`src/sv/dksh_pkg.sv`:
```
// ----------------------------------------------------------------------------
// dksh_pkg
// Shared types and constants for the dual-key string hash bucket block.
// ----------------------------------------------------------------------------
`timescale 1ns / 1ps
`default_nettype none

package dksh_pkg;

  // hash seed and shift rotation constants
  localparam logic [31:0] HASH_SEED = 32'h5555_5555;
  localparam logic [4:0]  SPAN_A    = 5'd24;
  localparam logic [4:0]  SPAN_B    = 5'd23;
  localparam logic [4:0]  STEP_A    = 5'd7;
  localparam logic [4:0]  STEP_B    = 5'd5;

  // word queue depth
  localparam int QUEUE_DEPTH = 2;

  // key pair of one finished word
  typedef struct packed {
    logic [31:0] key_a;
    logic [31:0] key_b;
  } key_pair_t;

  // front to queue push request
  typedef struct packed {
    logic      push;
    key_pair_t keys;
  } queue_push_t;

  // queue status seen by front and back
  typedef struct packed {
    logic empty;
    logic full;
  } queue_status_t;

  // back end state machine
  typedef enum logic [2:0] {
    BACK_IDLE   = 3'b001,
    BACK_DIVIDE = 3'b010,
    BACK_DONE   = 3'b100
  } back_state_t;

endpackage

`default_nettype wire

```
`src/sv/dksh_front.sv`:
```
// ----------------------------------------------------------------------------
// dksh_front
// Byte hasher: folds one byte per transfer into both keys unless no_char is
// set, and pushes the finished key pair into the word queue on the last byte.
// ----------------------------------------------------------------------------
`timescale 1ns / 1ps
`default_nettype none

module dksh_front
  import dksh_pkg::*;
(
  input  wire logic          clk,
  input  wire logic          rst,
  input  wire logic          in_valid,
  output logic               in_stall,
  input  wire logic [7:0]    char_byte,
  input  wire logic          last_byte,
  input  wire logic          no_char,
  input  wire queue_status_t q_status,
  output queue_push_t        q_push
);

  logic [31:0] acc_a, acc_a_next;
  logic [31:0] acc_b, acc_b_next;
  logic [4:0]  shift_a, shift_a_next;
  logic [4:0]  shift_b, shift_b_next;
  logic        accept;
  logic [4:0]  sum_a, sum_b;

  assign in_stall = q_status.full;
  assign accept   = in_valid && !in_stall;

  // key update for one byte
  always_comb begin
    sum_a = shift_a + STEP_A;
    sum_b = shift_b + STEP_B;
    acc_a_next   = acc_a;
    acc_b_next   = acc_b;
    shift_a_next = shift_a;
    shift_b_next = shift_b;
    if (!no_char) begin
      acc_a_next   = acc_a ^ ({24'd0, char_byte} << shift_a);
      acc_b_next   = acc_b ^ ({24'd0, char_byte} << shift_b);
      shift_a_next = (sum_a >= SPAN_A) ? sum_a - SPAN_A : sum_a;
      shift_b_next = (sum_b >= SPAN_B) ? sum_b - SPAN_B : sum_b;
    end
  end

  // push finished word
  assign q_push.push       = accept && last_byte;
  assign q_push.keys.key_a = acc_a_next;
  assign q_push.keys.key_b = acc_b_next;

  // hash state, restarts after each word
  always_ff @(posedge clk) begin
    if (rst) begin
      acc_a   <= HASH_SEED;
      acc_b   <= HASH_SEED;
      shift_a <= '0;
      shift_b <= '0;
    end else if (accept) begin
      if (last_byte) begin
        acc_a   <= HASH_SEED;
        acc_b   <= HASH_SEED;
        shift_a <= '0;
        shift_b <= '0;
      end else begin
        acc_a   <= acc_a_next;
        acc_b   <= acc_b_next;
        shift_a <= shift_a_next;
        shift_b <= shift_b_next;
      end
    end
  end

endmodule

`default_nettype wire

```
`src/sv/dksh_queue.sv`:
```
// ----------------------------------------------------------------------------
// dksh_queue
// Short queue of finished key pairs between the hasher and the divider.
// ----------------------------------------------------------------------------
`timescale 1ns / 1ps
`default_nettype none

module dksh_queue
  import dksh_pkg::*;
(
  input  wire logic        clk,
  input  wire logic        rst,
  input  wire queue_push_t q_push,
  input  wire logic        pop,
  output key_pair_t        head,
  output queue_status_t    q_status
);

  localparam int PtrW = (QUEUE_DEPTH > 1) ? $clog2(QUEUE_DEPTH) : 1;
  localparam int CntW = $clog2(QUEUE_DEPTH + 1);
  localparam logic [CntW-1:0] DepthC = CntW'(QUEUE_DEPTH);
  localparam logic [PtrW-1:0] LastPtr = PtrW'(QUEUE_DEPTH - 1);

  key_pair_t       entries [QUEUE_DEPTH];
  logic [PtrW-1:0] wr_ptr;
  logic [PtrW-1:0] rd_ptr;
  logic [CntW-1:0] count;
  logic            do_push;
  logic            do_pop;

  assign q_status.empty = (count == '0);
  assign q_status.full  = (count == DepthC);
  assign do_push = q_push.push && !q_status.full;
  assign do_pop  = pop && !q_status.empty;
  assign head    = entries[rd_ptr];

  // entry storage
  always_ff @(posedge clk) begin
    if (do_push) begin
      entries[wr_ptr] <= q_push.keys;
    end
  end

  // pointers and fill count
  always_ff @(posedge clk) begin
    if (rst) begin
      wr_ptr <= '0;
      rd_ptr <= '0;
      count  <= '0;
    end else begin
      if (do_push) begin
        wr_ptr <= (wr_ptr == LastPtr) ? '0 : wr_ptr + 1'b1;
      end
      if (do_pop) begin
        rd_ptr <= (rd_ptr == LastPtr) ? '0 : rd_ptr + 1'b1;
      end
      unique case ({do_push, do_pop})
        2'b10:   count <= count + 1'b1;
        2'b01:   count <= count - 1'b1;
        default: count <= count;
      endcase
    end
  end

endmodule

`default_nettype wire

```
`src/sv/dksh_back.sv`:
```
// ----------------------------------------------------------------------------
// dksh_back
// Bucket stage: takes a key pair from the queue, reduces key B modulo the
// bucket count one quotient bit per cycle, and holds the result for transfer.
// ----------------------------------------------------------------------------
`timescale 1ns / 1ps
`default_nettype none

module dksh_back
  import dksh_pkg::*;
(
  input  wire logic          clk,
  input  wire logic          rst,
  input  wire logic [23:0]   bucket_count,
  input  wire key_pair_t     head,
  input  wire queue_status_t q_status,
  output logic               pop,
  output logic               out_valid,
  input  wire logic          out_stall,
  output logic [31:0]        key_a,
  output logic [31:0]        key_b,
  output logic [23:0]        bucket_index
);

  back_state_t state, state_next;
  logic [31:0] dividend;
  logic [23:0] rem;
  logic [4:0]  step;
  logic [24:0] trial;
  logic        fits;
  logic [23:0] rem_next;

  assign out_valid = (state == BACK_DONE);
  assign pop       = (state == BACK_IDLE) && !q_status.empty;

  // one restoring division step
  always_comb begin
    trial    = {rem, dividend[31]};
    fits     = (trial >= {1'b0, bucket_count});
    rem_next = fits ? 24'(trial - {1'b0, bucket_count}) : trial[23:0];
  end

  // state sequencing
  always_comb begin
    state_next = state;
    unique case (state)
      BACK_IDLE:   if (!q_status.empty) state_next = BACK_DIVIDE;
      BACK_DIVIDE: if (step == 5'd31) state_next = BACK_DONE;
      BACK_DONE:   if (!out_stall) state_next = BACK_IDLE;
      default:     state_next = BACK_IDLE;
    endcase
  end

  always_ff @(posedge clk) begin
    if (rst) begin
      state <= BACK_IDLE;
    end else begin
      state <= state_next;
    end
  end

  // datapath: load, iterate, finish
  always_ff @(posedge clk) begin
    unique case (state)
      BACK_IDLE: begin
        key_a    <= head.key_a;
        key_b    <= head.key_b;
        dividend <= head.key_b;
        rem      <= '0;
        step     <= '0;
      end
      BACK_DIVIDE: begin
        dividend <= {dividend[30:0], 1'b0};
        rem      <= rem_next;
        step     <= step + 1'b1;
        if (step == 5'd31) begin
          bucket_index <= (bucket_count == '0) ? '0 : rem_next;
        end
      end
      default: begin
        rem <= rem;
      end
    endcase
  end

endmodule

`default_nettype wire

```
`src/sv/dual_key_string_hash_bucket.sv`:
```
// ----------------------------------------------------------------------------
// dual_key_string_hash_bucket
// Two-key byte-stream word hash with bucket index of key B.
//
//  channel  | handshake             | payload
//  ---------+-----------------------+-------------------------------------
//  input    | in_valid / in_stall   | char_byte, last_byte, no_char
//  output   | out_valid / out_stall | key_a, key_b, bucket_index
//  config   | cfg_we                | cfg_wdata -> bucket count
//
//  bytes are taken one per cycle while the two-entry word queue has room
//  each word passes through the bucket stage as one load, 32 steps of the
//  bit-serial remainder unit, then the result transfer
//  in_stall rises only when the word queue is full; out_stall holds the result
//  reset empties the queue, reseeds both keys and sets the bucket count to 1
// ----------------------------------------------------------------------------
`timescale 1ns / 1ps
`default_nettype none

module dual_key_string_hash_bucket
  import dksh_pkg::*;
(
  input  wire logic        clk,
  input  wire logic        rst,
  input  wire logic        cfg_we,
  input  wire logic [23:0] cfg_wdata,
  input  wire logic        in_valid,
  output logic             in_stall,
  input  wire logic [7:0]  char_byte,
  input  wire logic        last_byte,
  input  wire logic        no_char,
  output logic             out_valid,
  input  wire logic        out_stall,
  output logic [31:0]      key_a,
  output logic [31:0]      key_b,
  output logic [23:0]      bucket_index
);

  logic [23:0]   bucket_count;
  queue_push_t   q_push;
  queue_status_t q_status;
  key_pair_t     head;
  logic          pop;

  // bucket count register
  always_ff @(posedge clk) begin
    if (rst) begin
      bucket_count <= 24'd1;
    end else if (cfg_we) begin
      bucket_count <= cfg_wdata;
    end
  end

  dksh_front u_front (
    .clk       (clk),
    .rst       (rst),
    .in_valid  (in_valid),
    .in_stall  (in_stall),
    .char_byte (char_byte),
    .last_byte (last_byte),
    .no_char   (no_char),
    .q_status  (q_status),
    .q_push    (q_push)
  );

  dksh_queue u_queue (
    .clk      (clk),
    .rst      (rst),
    .q_push   (q_push),
    .pop      (pop),
    .head     (head),
    .q_status (q_status)
  );

  dksh_back u_back (
    .clk          (clk),
    .rst          (rst),
    .bucket_count (bucket_count),
    .head         (head),
    .q_status     (q_status),
    .pop          (pop),
    .out_valid    (out_valid),
    .out_stall    (out_stall),
    .key_a        (key_a),
    .key_b        (key_b),
    .bucket_index (bucket_index)
  );

endmodule

`default_nettype wire

```
`config.mk`:
```
export PLATFORM = sky130hd
export DESIGN_NAME = dual_key_string_hash_bucket
export DESIGN_NICKNAME = d
export VERILOG_FILES = /design/src/sv/dksh_pkg.sv /design/src/sv/dksh_front.sv /design/src/sv/dksh_queue.sv /design/src/sv/dksh_back.sv /design/src/sv/dual_key_string_hash_bucket.sv
export SDC_FILE = /design/constraint.sdc
export NUM_CORES = 1
export LEC_CHECK = 0
export BUFFER_PORTS_ARGS = -buffer_cell sky130_fd_sc_hd__buf_2
export CAP_MARGIN = 30
export CORE_ASPECT_RATIO = 1.2
export CORE_MARGIN = 3
export CORE_UTILIZATION = 57
export DETAILED_ROUTE_END_ITERATION = 8
export PLACE_DENSITY = 0.83
export RECOVER_POWER = 25
export REMOVE_ABC_BUFFERS = 1
export SLEW_MARGIN = 10
export SYNTH_ARGS = -nofsm -noshare
export SYNTH_HDL_FRONTEND = slang
export SYNTH_SLANG_ARGS = --single-unit
```
`constraint.sdc`:
```
create_clock -name clk -period 7.58 [get_ports clk]
set_input_delay 1.516 -clock clk [delete_from_list [all_inputs] [get_ports clk]]
set_output_delay 1.516 -clock clk [all_outputs]
set_load 0.1 [all_outputs]
```
======== Word-level counts from Yosys, hierarchy flattened ========
Memories as Yosys holds them, arrays and structs flattened. A register that Yosys moved wholly into a read port is not among the register bits.
Index checks and enable logic that the tools add are counted.
word-level totals
  flip-flop bits (word level) ............. 254
  bits in writable memories ............... 128
  output and inout port bits .............. 90
  memories ................................ 1
memories
  name             words  bits a word  read ports  clocked after Yosys merged registers in  write ports  line              text
  u_queue.entries  2      64           1           1                                        1            dksh_queue.sv:24  key_pair_t entries [QUEUE_DEPTH];
operators by class
  add/sub/neg operators ................... 10
  order comparisons ....................... 3
  equal/unequal tests ..................... 11
  shifts and indexed selects .............. 2
  multiplexer cells ....................... 25
  bitwise logic cells ..................... 2
  reductions and logical operators ........ 14
operators with widths
  cell                                          count
  two-way mux 32 bit                            4
  one-hot mux 32 bit (2 select lines)           1
  left shift 8 x 5 -> 32 bit                    2
  bitwise XOR 32 bit                            2
  one-hot mux 24 bit (2 select lines)           1
  two-way mux 5 bit                             6
  >= comparator 25 x 24 -> 1 bit                1
  zero test 24 bit                              1
  two-way mux 24 bit                            1
  subtractor 24 bit                             1
  adder 5 x 3 -> 5 bit (second input constant)  2
  >= comparator 5 bit (second input constant)   2
  one-hot mux 5 bit (2 select lines)            1
  subtractor 5 bit (second input constant)      2
  two-way mux 3 bit                             3
  one-hot mux 3 bit (3 select lines)            1
  two-way mux 1 bit                             6
  != test 2 bit (second input constant)         3
  adder 5 x 1 -> 5 bit (second input constant)  1
  equality test 5 bit (second input constant)   1
  logical AND 1 bit                             5
  equality test 2 bit (second input constant)   2
  one-hot mux 2 bit (2 select lines)            1
  AND reduction 2 bit                           2
  12 further kinds                              15

======== Longest topological paths before layout ========
Gate-level depths: netlist of run 1.
  depth in word-level cells ............... 7
  gate-level depth with buffers ........... 12

======== Hierarchy ========
A second synthesis of run 1 with hierarchy kept.
second synthesis, totals
  cells, all modules ...................... 1668
  area, all modules ....................... 18793.0 um^2
modules (own cells, without submodules)
  module                       instances  cells an instance  area an instance (um^2)  sequential area each (um^2)
  dksh_back                    1          612                7244.4                   4534.3
  dksh_front                   1          754                5853.1                   1481.4
  dksh_queue                   1          225                4823.4                   3943.8
  dual_key_string_hash_bucket  1          77                 872.1                    480.5

======== Worst setup path before layout of run 1 ========
OpenSTA, ideal clock, no wires.
  path type ............................... in2reg
  from .................................... input in_valid
  to ...................................... memory u_queue.entries[0][0] in the netlist's numbering (enable)
  setup time .............................. 486 ps
  arrival time ............................ 4629 ps
  data required time ...................... 7094 ps
  slack ................................... 2465 ps
  cell stages on the path ................. 4
  buffers on the path ..................... 1
  path through ............................ and2_1 > clkbuf_1 > nand2_1 > nor2_1
between the ends
  cells in the longest elaborated chain, start to end .. 5
ends and longest elaborated chain
  item                                     line                               text
  from (decl)                              dual_key_string_hash_bucket.sv:27  input wire logic in_valid,
  logical AND 1 bit                        dksh_front.sv:31                   assign accept = in_valid && !in_stall;
  logical AND 1 bit                        dksh_front.sv:50                   assign q_push.push = accept && last_byte;
  logical AND 1 bit                        dksh_queue.sv:33                   assign do_push = q_push.push && !q_status.full;
  two-way mux 1 bit                        dksh_queue.sv:39                   if (do_push) begin
  two-way mux 1 bit (not written as such)  dksh_queue.sv:40                   entries[wr_ptr] <= q_push.keys;
  to (decl)                                dksh_queue.sv:24
Every way passes these cells.

==> run metrics, run 1 <==
post-CTS resize count 0; sequential share of the synthesized area 0.588; number of I/O port buffers 128; most frequent cells in the layout 277 x edfxtp_1, 169 x nor2_1, 127 x buf_2, 105 x dfxtp_1, 93 x nand2_1; Cells after Synth 1,477; CTS sink cnt 383; Finish-stage setup viols 0; synthesis-stage register bit count 383; CTS max path bufs 3; antenna violations before repair 1; setup_tns 0 ns; Period minus WS final 4.83 ns; Final period util 0.637; CTS tree done; Die Span Y 199 um; failing checks max-capacitance violations, max-slew violations; outcome finished, violations left; pre-CTS setup slack 3.59 ns; Slew @ Worst Pin 3.75 ns; hold buffer count at cts 0; GRT Total Usage 0.225; unrepaired setup endpoints after global routing false; Crit. End Element register; CTS root buf clkbuf_16; starting density of the core 0.581; post-DR vias/cell 5.91; Placeable Area 30,600 um2; final hold vios 0; first-pass GRT wire length 61.0 mm; die area 33,300 um2; commonest non-fill, non-tap cell in the layout edfxtp_1; Synth cell types 75; wire per inst 19.2 um; Max-Slew Margin vs Limit -1.50; Critical Path Start Type input pin; GRT overflow 0; Post-DRT Antenna Nets 0; I/O pin count 129; area delta synth->final 12.7%; xor/xnor share of the synthesized area 0.0503; Die Width 167 um; Power, Total 7.98 mW; fin util 0.655; H-tree levels 2; routed vias 11,900; layout cells sized above 1 0.193; Num CTS Buffers 39; total iterations of the first detailed-routing run 5; Slowest-stage cell, CP clkbuf_1; final worst slack 2.75 ns; max incr delay on CP 2.61 ns; WS Path Type in -> reg; Ys Warns 0; Synth Area in Compound Gates 0.0892; gpl congestion 0.896; worst-path cell chain buf_2 > clkbuf_1 > a21oi_4 > buf_8 > a21boi_0; Final Net Count 1,654; multiplexer area fraction after synthesis 0.111; vias in the first global route 11,800; CP delay by family, top buffers and inverters; crit path buf inv count 3; detailed placement HPWL 25.8 mm; DRC violation count after routing 0; Layout fillers 2,195; Post-Synth Simple-Gate Area 0.113; Pins Over Slew Limit 223; Pwr per Cell Area 399 nW/um2; arrival time worst endpoint 5.23 ns; fmax 0.207 GHz; Crit path required time 7.98 ns; DRT Wirelength 38.5 mm; Synth Area in Adders 0.0230; largest net degree at the start of global routing 74; Min-Delay Path Class reg -> reg; Async SR Flop Fraction 0; Mapped Area 17,800 um2; largest family of logic cells by synthesized area simple AND/OR/NAND/NOR gates; Post-synth EDFFs 277; max cap viols 4; site row count 70; diode count 0; DRT iter0 DRCs 932; postcts setup bufs 0; Most used DFF post-synth edfxtp_1; Clock transition at path regs 0.06 ns; Max FO, Critical Path 73; Peak VDD IR 0.000327 V; Leak 7.17 nW; final instance area 20,000 um2; placed instance area 18,700 um2; skew final 0.0133 ns; Avg Cell Area, Syn 12.0 um2; Clk Latency, worst-skew pair 0.53 ns
[path summary, 6_finish.rpt]
| kind | start | endpoint | slack, ns | depth (start not counted) |
|---|---|---|---|---|
| max reg2reg | register | u_back.dividend[2]$_DFFE_PN_ | 3.57 | 3 |
| max | rst | u_front.shift_b[0]$_SDFFE_PP0P_ | 2.75 | 5 |
| min reg2reg | u_front.acc_a[16]$_SDFFE_PP1P_ | u_front.acc_a[16]$_SDFFE_PP1P_ | 0.48 | 2 |
| min | u_front.acc_a[16]$_SDFFE_PP1P_ | u_front.acc_a[16]$_SDFFE_PP1P_ | 0.48 | 2 |
[registers in the layout (all words and copies together), names as in the netlist, named ones only]
signal and count:
u_back.key_b 32, u_front.acc_a 32, u_back.dividend 32, u_queue.count 2, u_queue.rd_ptr 1, u_back.state 3
u_queue.entries 128, u_front.shift_a 5, u_back.key_a 32, u_front.shift_b 5, u_front.acc_b 32, u_back.bucket_index 24
u_back.step 5, u_queue.wr_ptr 1, bucket_count 24, u_back.rem 24
[logic make-up (layout without fill, tap and decap cells)]
family,count (synthesis),after routing
and+or+nand+nor,429,429
buffers and inverters,114,250
xor gates and xnor gates,102,102
adders and majority gates,32,32
DFF,383,383
AOI/OAI and AO/OA,243,243
muxes,174,174
[power by group]
group	switching [mW]	internal, mW
combinational	2.29	0.805
clock	0.783	1.16
sequential	0.159	2.78
[layer usage]
layer | part of all wire | vias to the layer above | GRT usage
met5 | 0.00029 | - | 0
li1 | - | 5613 | -
met1 | 0.40 | 5786 | 0.279
met4 | 0.028 | 2 | 0.0737
met3 | 0.058 | 83 | 0.0425
met2 | 0.51 | 394 | 0.403
[cells in the mapped netlist (all sizes together), types with 10 or more instances]
master / number / area share
dfxtp: 106 / 0.12
mux2: 113 / 0.072
nand2b: 13 / 0.0046
edfxtp: 277 / 0.47
and3: 20 / 0.0073
and2: 10 / 0.0036
o21ai: 65 / 0.019
o211ai: 12 / 0.0051
a22oi: 37 / 0.016
xor2: 39 / 0.019
nand2: 94 / 0.020
inv: 37 / 0.0078
nor3: 26 / 0.0076
nand3: 26 / 0.0076
buf: 15 / 0.0050
or3: 16 / 0.0056
xnor2: 63 / 0.031
mux2i: 54 / 0.030
nor2b: 12 / 0.0044
ha: 31 / 0.022
a21oi: 62 / 0.017
nor2: 170 / 0.036
clkbuf: 62 / 0.013
[worst min-delay path: cells and delay by family (launching register included)]
| kind | cells | cell delay (ns) |
|---|---|---|
| flip-flops | 1 | 0.31 |
| AND/OR/NAND/NOR | 2 | 0.11 |
[cell type report]
class                   count  area (um2)  area share
multi-input cells         980        6890       0.344
clock buffers              48        1050      0.0526
inverters                  37         139     0.00694
clock inverters            23         250      0.0125
flip-flops and latches    383       10400       0.522
repair buffers            142         748      0.0374
well taps                 396         495      0.0247
[stage by stage]
step,hold WS (ns),std cells
2_1_floorplan,0.459,1400
3_3_place_gp,0.467,1936
3_5_place_dp,0.474,1937
4_1_cts,0.482,2008
5_1_grt,0.503,2009
6_report,0.479,2009
Power figures use the tool's default switching activity.
==> inputs of run 2 (changes only) <==
Clock period 7.58 ns to 4.8 ns, I/O delays scaled along.
==> run 2 against run 1 <==
Critical path depth fell by 1. Global-route usage rose by 0.20 points. Register-to-register slack got worse by 2.6 ns. Via count fell by 1.2%. Cell area rose by 0.17%. The flow still finishes with violations (max-capacitance violations, max-slew violations). First-iteration DRC count rose by 17%. Clock power rose by 58%. Critical path type unchanged.
==> run metrics, run 2 (synthesis results as in run 1) <==
outcome finished, violations left (unchanged); failing checks max-capacitance violations, max-slew violations (unchanged); Die Width 167 um (unchanged); post-DR vias/cell 5.83 (was 5.91); antenna violations before repair 1 (unchanged); Critical Path Start Type input pin (unchanged); commonest non-fill, non-tap cell in the layout edfxtp_1 (unchanged); WS Path Type in -> reg (unchanged); CTS root buf clkbuf_16 (unchanged); Finished Layout Cells 2,013 (was 2,009); most frequent cells in the layout 277 x edfxtp_1, 169 x nor2_1, 126 x buf_2, 106 x dfxtp_1, 93 x nand2_1 (was 277 x edfxtp_1, 169 x nor2_1, 127 x buf_2, 105 x dfxtp_1, 93 x nand2_1); Hold EP u_front.acc_b[16]$_SDFFE_PP1P_ (was u_front.acc_a[16]$_SDFFE_PP1P_); vias in the first global route 11,600 (was 11,800); most flop-heavy register u_queue.entries (unchanged); Min-Delay Path Class reg -> reg (unchanged); routed vias 11,700 (was 11,900); hold_sp u_front.acc_b[16]$_SDFFE_PP1P_ (was u_front.acc_a[16]$_SDFFE_PP1P_); total iterations of the first detailed-routing run 5 (unchanged); arrival time worst endpoint 4.29 ns (was 5.23 ns); site row count 70 (unchanged); Pwr per Cell Area 627 nW/um2 (was 399 nW/um2); Max-Slew Margin vs Limit -1.11 (was -1.50); area delta synth->final 12.9% (was 12.7%); Clock transition at path regs 0.06 ns (about the same); DRT Wirelength 38.5 mm (about the same); post-CTS resize count 0 (unchanged); CTS tree done (unchanged); skew final 0.0161 ns (was 0.0133 ns); DRC violation count after routing 0 (unchanged); Hold Crit Depth 2 (unchanged); Period minus WS final 3.87 ns; Num CTS Buffers 39 (unchanged); hold buffer count at cts 0 (unchanged); Slew @ Worst Pin 3.16 ns (was 3.75 ns); Finish-stage setup viols 0 (unchanged); first-pass GRT wire length 61.1 mm (was 61.0 mm); GRT Total Usage 0.227 (was 0.225); Die Span Y 199 um (unchanged); setup_tns 0 ns (unchanged); Final period util 0.806; GRT overflow 0 (unchanged); R2R Setup Slk 0.96 ns (was 3.57 ns); die area 33,300 um2 (unchanged); final hold vios 0 (unchanged); largest net degree at the start of global routing 58 (was 74); gpl congestion 0.920 (was 0.896); number of I/O port buffers 128 (unchanged); Crit path required time 5.22 ns (was 7.98 ns); H-tree levels 2 (unchanged); DRT iter0 DRCs 1,089 (was 932); unrepaired setup endpoints after global routing false (unchanged); Power, Total 12.6 mW (was 7.98 mW); Post-DRT Antenna Nets 0 (unchanged); Final Net Count 1,657 (was 1,654); Pins Over Slew Limit 188 (was 223); I/O pin count 129 (unchanged); max cap viols 5 (was 4); Clk Latency, worst-skew pair 0.53 ns (about the same); CTS max path bufs 3 (unchanged); Layout fillers 2,192 (was 2,195); max reg flops 128 (unchanged); Placed Instances 1,939 (was 1,937); Max FO, Critical Path 39 (was 73); Crit. End Element register (unchanged); Crit Reg-Reg Endpoint u_back.key_a[1]$_DFFE_PP_ (was u_back.dividend[2]$_DFFE_PN_); fmax 0.258 GHz; wire per inst 19.1 um (was 19.2 um); detailed placement HPWL 26.3 mm (was 25.8 mm); Placeable Area 30,600 um2 (unchanged); postcts setup bufs 0 (unchanged); layout cells sized above 1 0.197 (was 0.193); Leak 7.17 nW (about the same); starting density of the core 0.581 (unchanged); CTS sink cnt 383 (unchanged); R2R depth 3 (unchanged); hold slack 0.488 ns (was 0.479 ns); Peak VDD IR 0.000647 V (was 0.000327 V)
==> run 2: cell count changes in the layout (fill, tap and decap cells not counted), sizes merged <==
cell      change
bufinv        -2
diode         +1
clkinvlp      +4
clkbuf        +5
clkinv        -4
==> run 2: layout make-up <==
class	instances	area [um2]	share of cell area
Sequential cell	383	10400	0.521
Tap cell	396	495	0.0247
Inverter	37	139	0.00693
Multi-Input combinational cell	980	6890	0.344
Clock buffer	50	1110	0.0554
Antenna cell	1	2.50	0.000125
Clock inverter	21	213	0.0106
Timing Repair Buffer	145	759	0.0379
==> run 2: worst max path at each step <==
stage	cells past startpoint	from	endpoint
finish	4	rst	u_back.state[1]$_SDFFE_PP0P_
global route	3	register	u_back.key_a[1]$_DFFE_PP_
CTS	11	u_back.dividend[31]$_DFFE_PN_	u_back.rem[18]$_SDFFCE_PN0N_
detailed placement	5	in_valid	u_queue.entries[0][44]$_DFFE_PP_
global placement	5	in_valid	u_queue.entries[0][62]$_DFFE_PP_
floorplan	3	in_valid	u_queue.entries[0][0]$_DFFE_PP_
==> run 2: critical path, cell delays in order <==
cell      delay (ns)
clkbuf_1        1.49
clkbuf_1        1.34
a21oi_1         0.17
and3b_1         0.28
==> run 2: layer usage <==
layer	GRT usage	part of all wire
met1	0.287	0.40
met2	0.406	0.52
met3	0.0384	0.058
met4	0.0706	0.025
met5	0	0.00034
==> run 2: stage by stage <==
step / area, um2 / setup slack, ns / utilization
floorplan: 17400 / 0.172 / -
detailed placement: 18700 / 1.57 / 0.613
finish: 20100 / 0.930 / 0.656
global placement: 18700 / 1.67 / 0.613
global route: 20100 / 0.719 / 0.656
CTS: 20100 / 1.57 / 0.656
==> run 2: where the power goes <==
part / switching [mW] / internal (mW) / leakage [nW]
clock: 1.26 / 1.82 / 0.645
combinational: 3.56 / 1.27 / 3.11
sequential: 0.275 / 4.39 / 3.41
total: 5.10 / 7.48 / 7.17
